`config.mk`:
```
export PLATFORM = sky130hd
export DESIGN_NAME = priority_sorted_key_table_core
export DESIGN_NICKNAME = d
export VERILOG_FILES = /design/src/rtl/core/psktc_pkg.sv /design/src/rtl/core/psktc_cell.sv /design/src/rtl/core/priority_sorted_key_table_core.sv
export VERILOG_INCLUDE_DIRS = /design/src /design/src/rtl/core
export SDC_FILE = /design/constraint.sdc
export NUM_CORES = 2
export LEC_CHECK = 0
export BUFFER_PORTS_ARGS = -buffer_cell sky130_fd_sc_hd__buf_2
export CORE_AREA = 2 2 342 344
export CTS_CLUSTER_DIAMETER = 40
export CTS_CLUSTER_SIZE = 20
export DETAILED_ROUTE_END_ITERATION = 8
export DIE_AREA = 0 0 344 346
export GPL_TIMING_DRIVEN = 0
export PLACE_DENSITY = 0.52
export SETUP_SLACK_MARGIN = 0.1
export SYNTH_ARGS = -nofsm -noshare
export SYNTH_HDL_FRONTEND = slang
export SYNTH_SLANG_ARGS = --single-unit
export TNS_END_PERCENT = 5
```
`constraint.sdc`:
```
create_clock -name clk_i -period 9.6 [get_ports clk_i]
set_input_delay 0.48 -clock clk_i [delete_from_list [all_inputs] [get_ports clk_i]]
set_output_delay 0.48 -clock clk_i [all_outputs]
set_load 0.01 [all_outputs]
```
`src/rtl/core/priority_sorted_key_table_core_macros.svh`:
```
// Assertion macros used by the priority sorted key table top level.
`ifndef PRIORITY_SORTED_KEY_TABLE_CORE_MACROS_SVH
`define PRIORITY_SORTED_KEY_TABLE_CORE_MACROS_SVH

// Property that must hold at every clock edge out of reset.
`define PSKTC_ASSERT_ALWAYS(lbl, prop) \
  lbl: assert property (@(posedge clk_i) disable iff (!rst_ni) (prop)) \
    else $error("psktc: invariant violated");

// Same-cycle implication.
`define PSKTC_ASSERT_IMPL(lbl, ante, cons) \
  lbl: assert property (@(posedge clk_i) disable iff (!rst_ni) (ante) |-> (cons)) \
    else $error("psktc: implication violated");

// Next-cycle implication.
`define PSKTC_ASSERT_NEXT(lbl, ante, cons) \
  lbl: assert property (@(posedge clk_i) disable iff (!rst_ni) (ante) |=> (cons)) \
    else $error("psktc: next-cycle implication violated");

`endif

```
`src/rtl/core/psktc_pkg.sv`:
```
// Types and constants of the priority sorted key table.
package psktc_pkg;

  localparam int unsigned KEY_W       = 64;
  localparam int unsigned PRIO_W      = 8;
  localparam int unsigned OCC_W       = 4;
  localparam int unsigned READOUT_MAX = 8;
  localparam int unsigned RD_W        = $clog2(READOUT_MAX);
  localparam int unsigned SHOWN_W     = RD_W + 1;

  typedef enum logic [1:0] {
    MODE_ADD     = 2'd0,
    MODE_REMOVE  = 2'd1,
    MODE_UPDATE  = 2'd2,
    MODE_REFRESH = 2'd3
  } mode_e;

  typedef struct packed {
    mode_e             mode;
    logic [KEY_W-1:0]  entry_key;
    logic [PRIO_W-1:0] entry_priority;
  } in_word_t;

  typedef struct packed {
    logic              changed;
    logic [OCC_W-1:0]  occupancy;
    logic              slot_valid;
    logic [KEY_W-1:0]  slot_key;
    logic [PRIO_W-1:0] slot_priority;
    logic              last;
  } out_word_t;

  typedef struct packed {
    logic [KEY_W-1:0]  key;
    logic [PRIO_W-1:0] prio;
  } entry_t;

  typedef enum logic [1:0] {
    CELL_HOLD,
    CELL_FIND,
    CELL_REMOVE,
    CELL_INSERT
  } cell_op_e;

  // Command broadcast to every cell of the row.
  typedef struct packed {
    cell_op_e op;
    entry_t   ent;
    logic     ties_before;
  } cell_cmd_t;

  typedef enum logic [2:0] {
    ST_IDLE,
    ST_FIND,
    ST_REMOVE,
    ST_INSERT,
    ST_READ
  } state_e;

endpackage

```
`src/rtl/core/psktc_cell.sv`:
```
// One slot of the sorted table: holds an entry and shifts with its neighbours.
module psktc_cell (
  input  logic                 clk_i,
  input  logic                 rst_ni,
  input  psktc_pkg::cell_cmd_t cmd_i,
  input  logic                 slot_valid_i,
  input  logic                 seen_left_i,
  output logic                 seen_o,
  input  logic                 before_left_i,
  output logic                 before_o,
  input  psktc_pkg::entry_t    left_i,
  input  psktc_pkg::entry_t    right_i,
  output psktc_pkg::entry_t    ent_o
);

  psktc_pkg::entry_t ent_q, ent_d;
  logic              seen_q, seen_d;
  logic              hit;
  logic              tie;

  assign hit    = slot_valid_i && (ent_q.key == cmd_i.ent.key);
  // Match at this slot or anywhere to the left.
  assign seen_o = seen_left_i | hit;

  // An equal priority stays ahead of the new entry unless it sat behind the
  // updated one.
  assign tie      = cmd_i.ties_before | ~seen_q;
  assign before_o = slot_valid_i &&
                    ((ent_q.prio < cmd_i.ent.prio) ||
                     ((ent_q.prio == cmd_i.ent.prio) && tie));

  always_comb begin
    seen_d = seen_q;
    ent_d  = ent_q;
    unique case (cmd_i.op)
      psktc_pkg::CELL_HOLD: begin
        ent_d = ent_q;
      end
      psktc_pkg::CELL_FIND: begin
        seen_d = seen_o;
      end
      psktc_pkg::CELL_REMOVE: begin
        // close the gap: everything from the match on takes its right neighbour
        if (seen_q) begin
          ent_d = right_i;
        end
      end
      psktc_pkg::CELL_INSERT: begin
        if (before_o) begin
          ent_d = ent_q;
        end else if (before_left_i) begin
          ent_d = cmd_i.ent;
        end else begin
          ent_d = left_i;
        end
      end
      default: begin
        ent_d = ent_q;
      end
    endcase
  end

  always_ff @(posedge clk_i or negedge rst_ni) begin
    if (!rst_ni) begin
      seen_q <= 1'b0;
    end else begin
      seen_q <= seen_d;
    end
  end

  always_ff @(posedge clk_i) begin
    ent_q <= ent_d;
  end

  assign ent_o = ent_q;

endmodule

```
`src/rtl/core/priority_sorted_key_table_core.sv`:
```
// Top level of the priority sorted key table: control, cell row and readout.
//
//   channel | direction | handshake                | payload
//   --------+-----------+--------------------------+---------------------------------
//   in      | into core | in_valid_i / in_stall_o  | in_word_i  (mode, key, priority)
//   out     | from core | out_valid_o / out_stall_i| out_word_o (one sorted table slot)
//
// One operation runs through these steps: the idle state accepts the word, one
// key search across the cell row, up to two edit passes (close gap, open gap),
// then the readout words, at most eight, each loaded when the output register frees.
// The readout rate is set by the single output register; a stall holds the
// readout where it is and the input stays stalled until the last word has been
// loaded into the output register, so the next word may be taken while it waits.
// Reset empties the table at once; the slot contents are not cleared.
`include "priority_sorted_key_table_core_macros.svh"

module priority_sorted_key_table_core #(
  parameter int unsigned MAX_ENTRIES = 8
) (
  input  logic                 clk_i,
  input  logic                 rst_ni,
  input  logic                 in_valid_i,
  output logic                 in_stall_o,
  input  psktc_pkg::in_word_t  in_word_i,
  output logic                 out_valid_o,
  input  logic                 out_stall_i,
  output psktc_pkg::out_word_t out_word_o
);

  localparam int unsigned CW  = $clog2(MAX_ENTRIES + 1);
  localparam int unsigned IW  = (MAX_ENTRIES > 1) ? $clog2(MAX_ENTRIES) : 1;
  localparam int unsigned CXW = (CW > psktc_pkg::SHOWN_W) ? CW : psktc_pkg::SHOWN_W;

  psktc_pkg::state_e    state_q, state_d;
  psktc_pkg::in_word_t  op_q;
  logic                 changed_q, changed_d;
  logic [CW-1:0]        count_q, count_d;
  logic [psktc_pkg::RD_W-1:0] rd_cnt_q, rd_cnt_d;
  logic                 out_valid_q;
  psktc_pkg::out_word_t out_word_q, out_word_d;

  psktc_pkg::cell_cmd_t cell_cmd;
  psktc_pkg::entry_t    ent     [MAX_ENTRIES];
  psktc_pkg::entry_t    left_e  [MAX_ENTRIES];
  psktc_pkg::entry_t    right_e [MAX_ENTRIES];
  logic [MAX_ENTRIES-1:0] slot_valid;
  logic [MAX_ENTRIES-1:0] seen_vec;
  logic [MAX_ENTRIES-1:0] before_vec;
  logic [MAX_ENTRIES-1:0] seen_left;
  logic [MAX_ENTRIES-1:0] before_left;

  logic                 in_accept;
  logic                 hit;
  logic                 full;
  logic                 rd_load;
  logic                 rd_last;
  logic [CXW-1:0]       count_ext;
  logic [psktc_pkg::SHOWN_W-1:0] shown;
  logic [IW-1:0]        rd_idx;
  logic                 edit_pass;
  logic                 empty_word;

  // ---------------------------------------------------------------------------
  // Cell row. Search and gap-finding flags ripple from slot 0 to the end;
  // entries move one slot left or right per edit pass.
  // ---------------------------------------------------------------------------
  for (genvar i = 0; i < MAX_ENTRIES; i++) begin : g_cell
    assign slot_valid[i] = (CW'(i) < count_q);

    if (i == 0) begin : g_head
      assign seen_left[i]   = 1'b0;
      assign before_left[i] = 1'b1;
      assign left_e[i]      = '0;
    end else begin : g_body
      assign seen_left[i]   = seen_vec[i-1];
      assign before_left[i] = before_vec[i-1];
      assign left_e[i]      = ent[i-1];
    end

    if (i == MAX_ENTRIES - 1) begin : g_tail
      assign right_e[i] = '0;
    end else begin : g_inner
      assign right_e[i] = ent[i+1];
    end

    psktc_cell u_cell (
      .clk_i        (clk_i),
      .rst_ni       (rst_ni),
      .cmd_i        (cell_cmd),
      .slot_valid_i (slot_valid[i]),
      .seen_left_i  (seen_left[i]),
      .seen_o       (seen_vec[i]),
      .before_left_i(before_left[i]),
      .before_o     (before_vec[i]),
      .left_i       (left_e[i]),
      .right_i      (right_e[i]),
      .ent_o        (ent[i])
    );
  end

  assign hit       = seen_vec[MAX_ENTRIES-1];
  assign full      = (count_q == CW'(MAX_ENTRIES));
  assign in_accept = in_valid_i && !in_stall_o;

  // ---------------------------------------------------------------------------
  // Next state
  // ---------------------------------------------------------------------------
  always_comb begin
    state_d = state_q;
    unique case (state_q)
      psktc_pkg::ST_IDLE: begin
        if (in_valid_i) begin
          state_d = psktc_pkg::ST_FIND;
        end
      end
      psktc_pkg::ST_FIND: begin
        priority if (hit && ((op_q.mode == psktc_pkg::MODE_REMOVE) ||
                             (op_q.mode == psktc_pkg::MODE_UPDATE))) begin
          state_d = psktc_pkg::ST_REMOVE;
        end else if (!hit && !full && (op_q.mode == psktc_pkg::MODE_ADD)) begin
          state_d = psktc_pkg::ST_INSERT;
        end else begin
          state_d = psktc_pkg::ST_READ;
        end
      end
      psktc_pkg::ST_REMOVE: begin
        if (op_q.mode == psktc_pkg::MODE_UPDATE) begin
          state_d = psktc_pkg::ST_INSERT;
        end else begin
          state_d = psktc_pkg::ST_READ;
        end
      end
      psktc_pkg::ST_INSERT: begin
        state_d = psktc_pkg::ST_READ;
      end
      psktc_pkg::ST_READ: begin
        if (rd_load && rd_last) begin
          state_d = psktc_pkg::ST_IDLE;
        end
      end
      default: begin
        state_d = psktc_pkg::ST_IDLE;
      end
    endcase
  end

  // ---------------------------------------------------------------------------
  // State outputs: cell command, stall, readout load
  // ---------------------------------------------------------------------------
  always_comb begin
    cell_cmd.op          = psktc_pkg::CELL_HOLD;
    cell_cmd.ent.key     = op_q.entry_key;
    cell_cmd.ent.prio    = op_q.entry_priority;
    // a fresh add goes behind every equal priority
    cell_cmd.ties_before = (op_q.mode == psktc_pkg::MODE_ADD);
    in_stall_o           = 1'b1;
    rd_load              = 1'b0;
    unique case (state_q)
      psktc_pkg::ST_IDLE: begin
        in_stall_o = 1'b0;
      end
      psktc_pkg::ST_FIND: begin
        cell_cmd.op = psktc_pkg::CELL_FIND;
      end
      psktc_pkg::ST_REMOVE: begin
        cell_cmd.op = psktc_pkg::CELL_REMOVE;
      end
      psktc_pkg::ST_INSERT: begin
        cell_cmd.op = psktc_pkg::CELL_INSERT;
      end
      psktc_pkg::ST_READ: begin
        // load when the output register is empty or being drained
        rd_load = !out_valid_q || !out_stall_i;
      end
      default: begin
        in_stall_o = 1'b1;
      end
    endcase
  end

  // ---------------------------------------------------------------------------
  // Table bookkeeping
  // ---------------------------------------------------------------------------
  always_comb begin
    changed_d = changed_q;
    count_d   = count_q;
    rd_cnt_d  = rd_cnt_q;
    if (state_q == psktc_pkg::ST_FIND) begin
      rd_cnt_d = '0;
      unique case (op_q.mode)
        psktc_pkg::MODE_ADD:     changed_d = !hit;
        psktc_pkg::MODE_REMOVE:  changed_d = hit;
        psktc_pkg::MODE_UPDATE:  changed_d = hit;
        psktc_pkg::MODE_REFRESH: changed_d = 1'b1;
        default:                 changed_d = 1'b0;
      endcase
    end
    if (state_q == psktc_pkg::ST_REMOVE) begin
      count_d = count_q - CW'(1);
    end
    if (state_q == psktc_pkg::ST_INSERT) begin
      count_d = count_q + CW'(1);
    end
    if (rd_load) begin
      rd_cnt_d = rd_cnt_q + psktc_pkg::RD_W'(1);
    end
  end

  // ---------------------------------------------------------------------------
  // Readout word
  // ---------------------------------------------------------------------------
  assign count_ext = CXW'(count_q);
  assign shown     = (count_ext >= CXW'(psktc_pkg::READOUT_MAX)) ?
                     psktc_pkg::SHOWN_W'(psktc_pkg::READOUT_MAX) :
                     psktc_pkg::SHOWN_W'(count_ext);
  assign rd_last   = (count_q == '0) ||
                     ((psktc_pkg::SHOWN_W'(rd_cnt_q) + psktc_pkg::SHOWN_W'(1)) == shown);
  assign rd_idx    = IW'(rd_cnt_q);

  always_comb begin
    out_word_d.changed   = changed_q;
    out_word_d.occupancy = psktc_pkg::OCC_W'(count_ext);
    out_word_d.last      = rd_last;
    if (count_q == '0) begin
      out_word_d.slot_valid    = 1'b0;
      out_word_d.slot_key      = '0;
      out_word_d.slot_priority = '0;
    end else begin
      out_word_d.slot_valid    = 1'b1;
      out_word_d.slot_key      = ent[rd_idx].key;
      out_word_d.slot_priority = ent[rd_idx].prio;
    end
  end

  // ---------------------------------------------------------------------------
  // Registers
  // ---------------------------------------------------------------------------
  always_ff @(posedge clk_i or negedge rst_ni) begin
    if (!rst_ni) begin
      state_q     <= psktc_pkg::ST_IDLE;
      changed_q   <= 1'b0;
      count_q     <= '0;
      rd_cnt_q    <= '0;
      out_valid_q <= 1'b0;
    end else begin
      state_q   <= state_d;
      changed_q <= changed_d;
      count_q   <= count_d;
      rd_cnt_q  <= rd_cnt_d;
      if (rd_load) begin
        out_valid_q <= 1'b1;
      end else if (!out_stall_i) begin
        out_valid_q <= 1'b0;
      end
    end
  end

  // Payload: hold the operation word and the output word without reset.
  always_ff @(posedge clk_i) begin
    if (in_accept) begin
      op_q <= in_word_i;
    end
    if (rd_load) begin
      out_word_q <= out_word_d;
    end
  end

  assign out_valid_o = out_valid_q;
  assign out_word_o  = out_word_q;

  // ---------------------------------------------------------------------------
  // Assertions
  // ---------------------------------------------------------------------------
  assign edit_pass  = (state_q == psktc_pkg::ST_REMOVE) || (state_q == psktc_pkg::ST_INSERT);
  assign empty_word = out_valid_o && !out_word_o.slot_valid;

  `PSKTC_ASSERT_ALWAYS(a_count_bound, count_q <= CW'(MAX_ENTRIES))
  `PSKTC_ASSERT_NEXT(a_count_only_in_edit, !edit_pass, $stable(count_q))
  `PSKTC_ASSERT_NEXT(a_last_word_ends_run, rd_load && rd_last, state_q == psktc_pkg::ST_IDLE)
  `PSKTC_ASSERT_IMPL(a_empty_word_alone, empty_word, out_word_o.last && (out_word_o.occupancy == '0))

endmodule

```
**Yosys cells after proc, flatten, opt, wreduce, memory -nomap -nowiden**

Cells that the tools add are included.

- Bitwise operators: 24
- Reduce and logical (&&, ||, !) cells: 60
- $lt $le $gt $ge: 18
- Add/subtract/negate cells: 4
- Eq/ne operators: 47
- Muxes and demuxes: 52

Operators with widths:

| operator | number |
|---|---|
| 2-to-1 mux 72 bit | 25 |
| one-hot mux 72 bit (2 select lines) | 8 |
| == test 64 bit | 8 |
| binary-select mux 72 bit (select 3 bit) | 1 |
| 2-to-1 mux 73 bit | 1 |
| == test 8 bit | 8 |
| < comparator 8 bit | 8 |
| logical AND 1 bit | 29 |
| AND reduction 3 bit | 8 |
| 2-to-1 mux 3 bit | 7 |
| != test 2 bit, second input constant | 10 |
| != test 2 x 1 -> 1 bit, second input constant | 9 |
| < comparator 3 x 4 -> 1 bit, first input constant | 4 |
| bitwise OR 1 bit | 15 |
| one-hot mux 3 bit (5 select lines) | 1 |
| 2-to-1 mux 4 bit | 3 |
| logical OR 1 bit | 11 |
| == test 2 bit, second input constant | 4 |
| >= comparator 4 bit, second input constant | 2 |
| < comparator 1 x 4 -> 1 bit, first input constant | 2 |
| < comparator 2 x 4 -> 1 bit, first input constant | 2 |
| NOT 1 bit | 8 |
| == test 3 x 2 -> 1 bit, second input constant | 2 |
| one-hot mux 2 bit (3 select lines) | 1 |
| other kinds (19) | 28 |

- Output and inout bits: 81
- Bits in registers: 749
- Input port bits: 78
- Logic and storage cells: 243

**Longest topological paths before layout**

- Depth in word-level cells: 15
- Gate-level depth with buffers: 14
- Gate-level depth less buffers: 13

**Modules after synthesis**

From an unflattened synthesis, not the netlist that was laid out.

- Cell total of the unflattened synthesis: 4,215
- Area total of the unflattened synthesis: 47,192.8 um^2

Modules (own cells, without submodules):

| module | area each (um^2) | times used | sequential area each (um^2) | cells each |
|---|---|---|---|---|
| psktc_cell | 4,645.7 | 8 | 2,187.1 | 452 |
| priority_sorted_key_table_core | 10,027.1 | 1 | 4,894.7 | 599 |

**Least setup slack after synthesis**

Ideal clock, no wire load.

- Kind: reg-to-reg
- Start: register op_q, in the netlist cell_cmd[2]
- End: register g_cell[0].u_cell.ent_q, in the netlist g_cell[0].u_cell.ent_o[0] (enable)
- Stages on the path, launching flop included: 14
- Data required time: 8.991 ns
- Setup slack: 1.484 ns
- Data arrival time: 7.507 ns
- Buffers on the path: 3
- Period minus slack after synthesis: 8.116 ns
- Cell sequence: edfxtp_1 > clkbuf_1 > inv_1 > ha_1 > nor2b_1 > o21a_1 > o21a_1 > o21ai_1 > a21oi_1 > o32ai_1 > and2_1 > clkbuf_1 > clkbuf_1 > a211oi_1

- Cells in the longest elaborated chain, start to end: 6
- Elaborated cells between the ends (all ways): 7
- Those cells by class: order compare: 1; eq/ne: 2; reduce/logical: 4

Ends and longest elaborated chain:

| element | RTL line | text |
|---|---|---|
| start: declaration | priority_sorted_key_table_core.sv:35 | `psktc_pkg::in_word_t op_q;` |
| start signal: assignment | priority_sorted_key_table_core.sv:261 | `op_q <= in_word_i;` |
| branches (longest 2 deep; another with < comparator 8 bit) | -- |  |
| logical OR 1 bit (*) | psktc_cell.sv:29 | `((ent_q.prio < cmd_i.ent.prio) \|\|` |
| logical AND 1 bit (*) | psktc_cell.sv:28 | `assign before_o = slot_valid_i &&` |
| != test 2 bit (no line) (*) | -- |  |
| AND reduction 3 bit (no line) (*) | -- |  |
| end signal: assignment | psktc_cell.sv:72 | `ent_q <= ent_d;` |
| end: declaration | psktc_cell.sv:16 | `psktc_pkg::entry_t ent_q, ent_d;` |

Mark *: on every way between the ends.
A chain may end at the register's enable or synchronous reset.

**Worst setup path in the final report**

- Start: register count_q[1] (netlist: count_ext[1])
- End: register g_cell[0].u_cell.ent_q, in the netlist g_cell[0].u_cell.ent_o[42] (enable)

- Cells in the longest elaborated chain, start to end: 4

Ends and longest elaborated chain:

| element | RTL line | text |
|---|---|---|
| start: declaration | priority_sorted_key_table_core.sv:37 | `logic [CW-1:0] count_q, count_d;` |
| start signal: assignment | priority_sorted_key_table_core.sv:248 | `count_q <= count_d;` |
| < comparator 1 x 4 -> 1 bit | priority_sorted_key_table_core.sv:68 | `assign slot_valid[i] = (CW'(i) < count_q);` |
| logical AND 1 bit | psktc_cell.sv:28 |  |
| != test 2 bit (no line) | -- |  |
| AND reduction 3 bit (no line) | -- |  |

No other way between the ends.

==> flow_summary.yaml <==
run_status:
  outcome: "complete, but fails checks"
  violations: "capacitance limit, slew limit"
critical_path:
  crit_fanout: 10
  crit_required_ns: 10.09
  slowest_stage: "nor3_4"
  cp_slowest_stage_delay_ns: 1.24
  crit_path_cell_trace: "inv_1 -> ha_1 -> inv_2 -> nor3_4 -> inv_2 -> and2_1 -> clkbuf_1 -> clkbuf_1 -> a211oi_4 -> buf_8 -> buf_16 -> buf_16 -> buf_8"
  critPathKind: "reg -> reg"
  cp.arrival_ns: 6.35
  crit_path_end_kind: "register"
  worstSetupStartpointType: "register"
sta:
  min_period_over_period_pct: 61.03
  clock.fmax_ghz: 0.1707
  tns_ns: 0
  fin_crit_ns: 5.859
  setup_slack_ns: 3.741
  slew_headroom_pct: -11.18
  rsz0062_at_grt: "false"
  slew_viol_final: 67
  worst_pin_slew_ns: 1.668
  skew_ns: 0.03037
  hold_viol: 0
  finalSetupViolCount: 0
synthesis:
  synth_top_family_by_area: "multiplexers"
  synth_compound_area_share_pct: 8.693
  syn_nets: 4377
  muxShareOfSynthArea_pct: 16.42
  syn_avg_cell_area_sq_um: 10.81
  ys_seq_area_share_pct: 48.98
  synth.area.top_cells: "edfxtp_1, mux2i_1, mux4_2"
  yosys_most_used_dff: "edfxtp_1"
  synth_simple_gate_area_share_pct: 10.66
  yosysWarnings: 0
  synth-seq-cells: 749
  synth_xor_area_share_pct: 9.369
  synth_cells: 4227
  synth_top_area_cell: "edfxtp_1"
  synth_cell_types: 51
  synth_top_area_share_pct: 47.89
  synth_edf_count: 729
  async_flop_share_pct: 2.670
  netlist_area_sq_um: 45710
  yosys.area_share.adder_pct: 1.971
floorplanning:
  die_y_microns: 346
  die-area_sq_um: 119000
  ios: 159
  rows: 125
  die_w_microns: 344
  start_util_pct: 39.61
  fp.coreArea_sq_um: 115400
grt:
  gr-usage-all-layers_pct: 39.38
  antenna_found_initial: 31
  grt_remaining_overflow: 0
  grt_pass1_vias: 36730
  grt_pass1_wl_microns: 319300
  grt_max_degree: 43
run:
  maxCapViolations: 7
detailed_routing:
  drt_iter0_markers: 6382
  wl_per_cell_microns: 37.57
  drtPass1Iterations: 6
  ant_nets: 0
  route.vias.total: 39654
  via_per_inst: 6.261
  wl_microns: 237900
  drc: 0
placement:
  dpl_worst_slack_ns: 4.027
  hpwlAfterDp_microns: 178900
  port_buffers: 158
  routabilityCongestion: 1.065
  placed_area_sq_um: 49460
layout:
  layout-drive-gt1-share_pct: 15.31
  area_growth_pct: 21.20
  regArea_sq_um: 22390
  final_area_sq_um: 55400
  final_cell_mix: "nand2_1, edfxtp_1, mux2i_1, xnor2_1, buf_2"
  multi_input_area_sq_um: 21650
  nFillCells: 10763
  utilization_pct: 48.00
  final_nets: 4820
  final_common_cell: "nand2_1"
power:
  ir_drop_uv: 191.9
  finalPower_w: 0.01624
  p_per_area_nw_per_um2: 293.2
  p_leak_nw: 20.47
cts:
  cts.sinks: 749
  clkSlewWorstSetupHoldPaths_ns: 0.04
  clock_latency_ns: 0.81
  hold_buffers: 76
  cts-htree-levels: 4
  root_buffer: "clkbuf_16"
  clock_path_buffers: 3
  cts_buffers: 154
  cts_resized: 0
  cts_tree: "done"
  post_cts_buffers: 0
min_path:
  min_path_type: "in -> reg"
registers in the layout, indices dropped and copies added, names as in the netlist:
name,cells
cell_cmd,72
count_ext,4
state_q,3
out_valid_o,1
changed_q,1
rd_cnt_q,3
g_cell.u_cell.ent_o,576
out_word_o,79
g_cell.u_cell.seen_q,8
op_q,2
power by group:
| part | leakage, nW | switching [W] | internal (W) |
|---|---|---|---|
| sequential | 6.83 | 0.000215 | 0.00411 |
| combinational | 11.2 | 0.00447 | 0.00201 |
| clock | 2.46 | 0.00202 | 0.00342 |
| total | 20.5 | 0.00671 | 0.00954 |
cells in the mapped netlist (9+ instances only):
library cell	n
edfxtp_1	729
mux4_2	144
xor2_1	186
nand2_1	772
a211oi_1	13
ha_1	72
o22ai_1	11
xnor2_1	303
buf_2	101
nor4_1	65
mux2i_1	425
nand3_1	23
inv_1	48
nor2_1	174
dfrtp_1	20
o21ai_0	201
a21oi_1	254
a21o_1	15
nor3_1	10
nand4_1	93
buf_1	70
nor2b_1	9
o21ai_1	208
clkbuf_1	211
critical path, delay by kind of cell, from the launching register on:
family / cells / cell delay (ns)
buffers and inverters: 9 / 2.42
AO/OA/AOI/OAI: 1 / 0.93
AND/OR/NAND/NOR: 2 / 1.49
flip-flops: 1 / 0.43
adder cells (fa/ha/maj): 1 / 0.21
metal layers:
metal / vias to the layer above / global-route usage (%) / share of wire, %
li1: 16234 / - / -
met1: 19804 / 52.10 / 39
met2: 2979 / 55.84 / 42
met3: 593 / 13.33 / 13
met4: 44 / 22.75 / 6.6
met5: - / 0 / 0.13
stage by stage:
| step | instances | hold WS [ns] |
|---|---|---|
| after global routing | 6324 | 0.1587 |
| after CTS | 6324 | 0.09950 |
| after detailed placement | 5962 | 0.4509 |
| final | 6333 | 0.1313 |
| after floorplan | 4227 | 0.1844 |
| after global placement | 5909 | 0.4508 |
final timing paths:
| path | to | slack (ns) | cells after the start | from |
|---|---|---|---|---|
| worst min-delay path | state_q[0] | 0.13 | 4 | in_valid_i |
| min in group asynchronous | changed_q | 0.19 | 2 | rst_ni |
| max in group asynchronous | g_cell[0].u_cell.seen_q | 9.06 | 2 | rst_ni |
| worst max register to register | g_cell[0].u_cell.ent_o[42] | 3.74 | 13 | count_ext[1] |
| worst min register to register | out_word_o[78] | 0.48 | 0 | changed_q |
| worst max-delay path | g_cell[0].u_cell.ent_o[42] | 3.74 | 13 | count_ext[1] |
area by class of cell:
cell class / instances / share of cell area [%]
inverters: 57 / 0.3907
diodes: 9 / 0.04065
flip-flops and latches: 749 / 40.42
repair buffers: 287 / 4.485
well taps: 1524 / 3.442
plain buffers: 383 / 2.841
clock buffers: 174 / 7.202
clock inverters: 112 / 2.107
multi-input cells: 3038 / 39.08
cells by family after synthesis:
logic type	count (synthesis)
simple gates	1162
flops	749
compound gates	745
mux	570
xor+xnor	489
buf+inv	440
fa+ha+maj	72
Power figures use the tool's default switching activity.
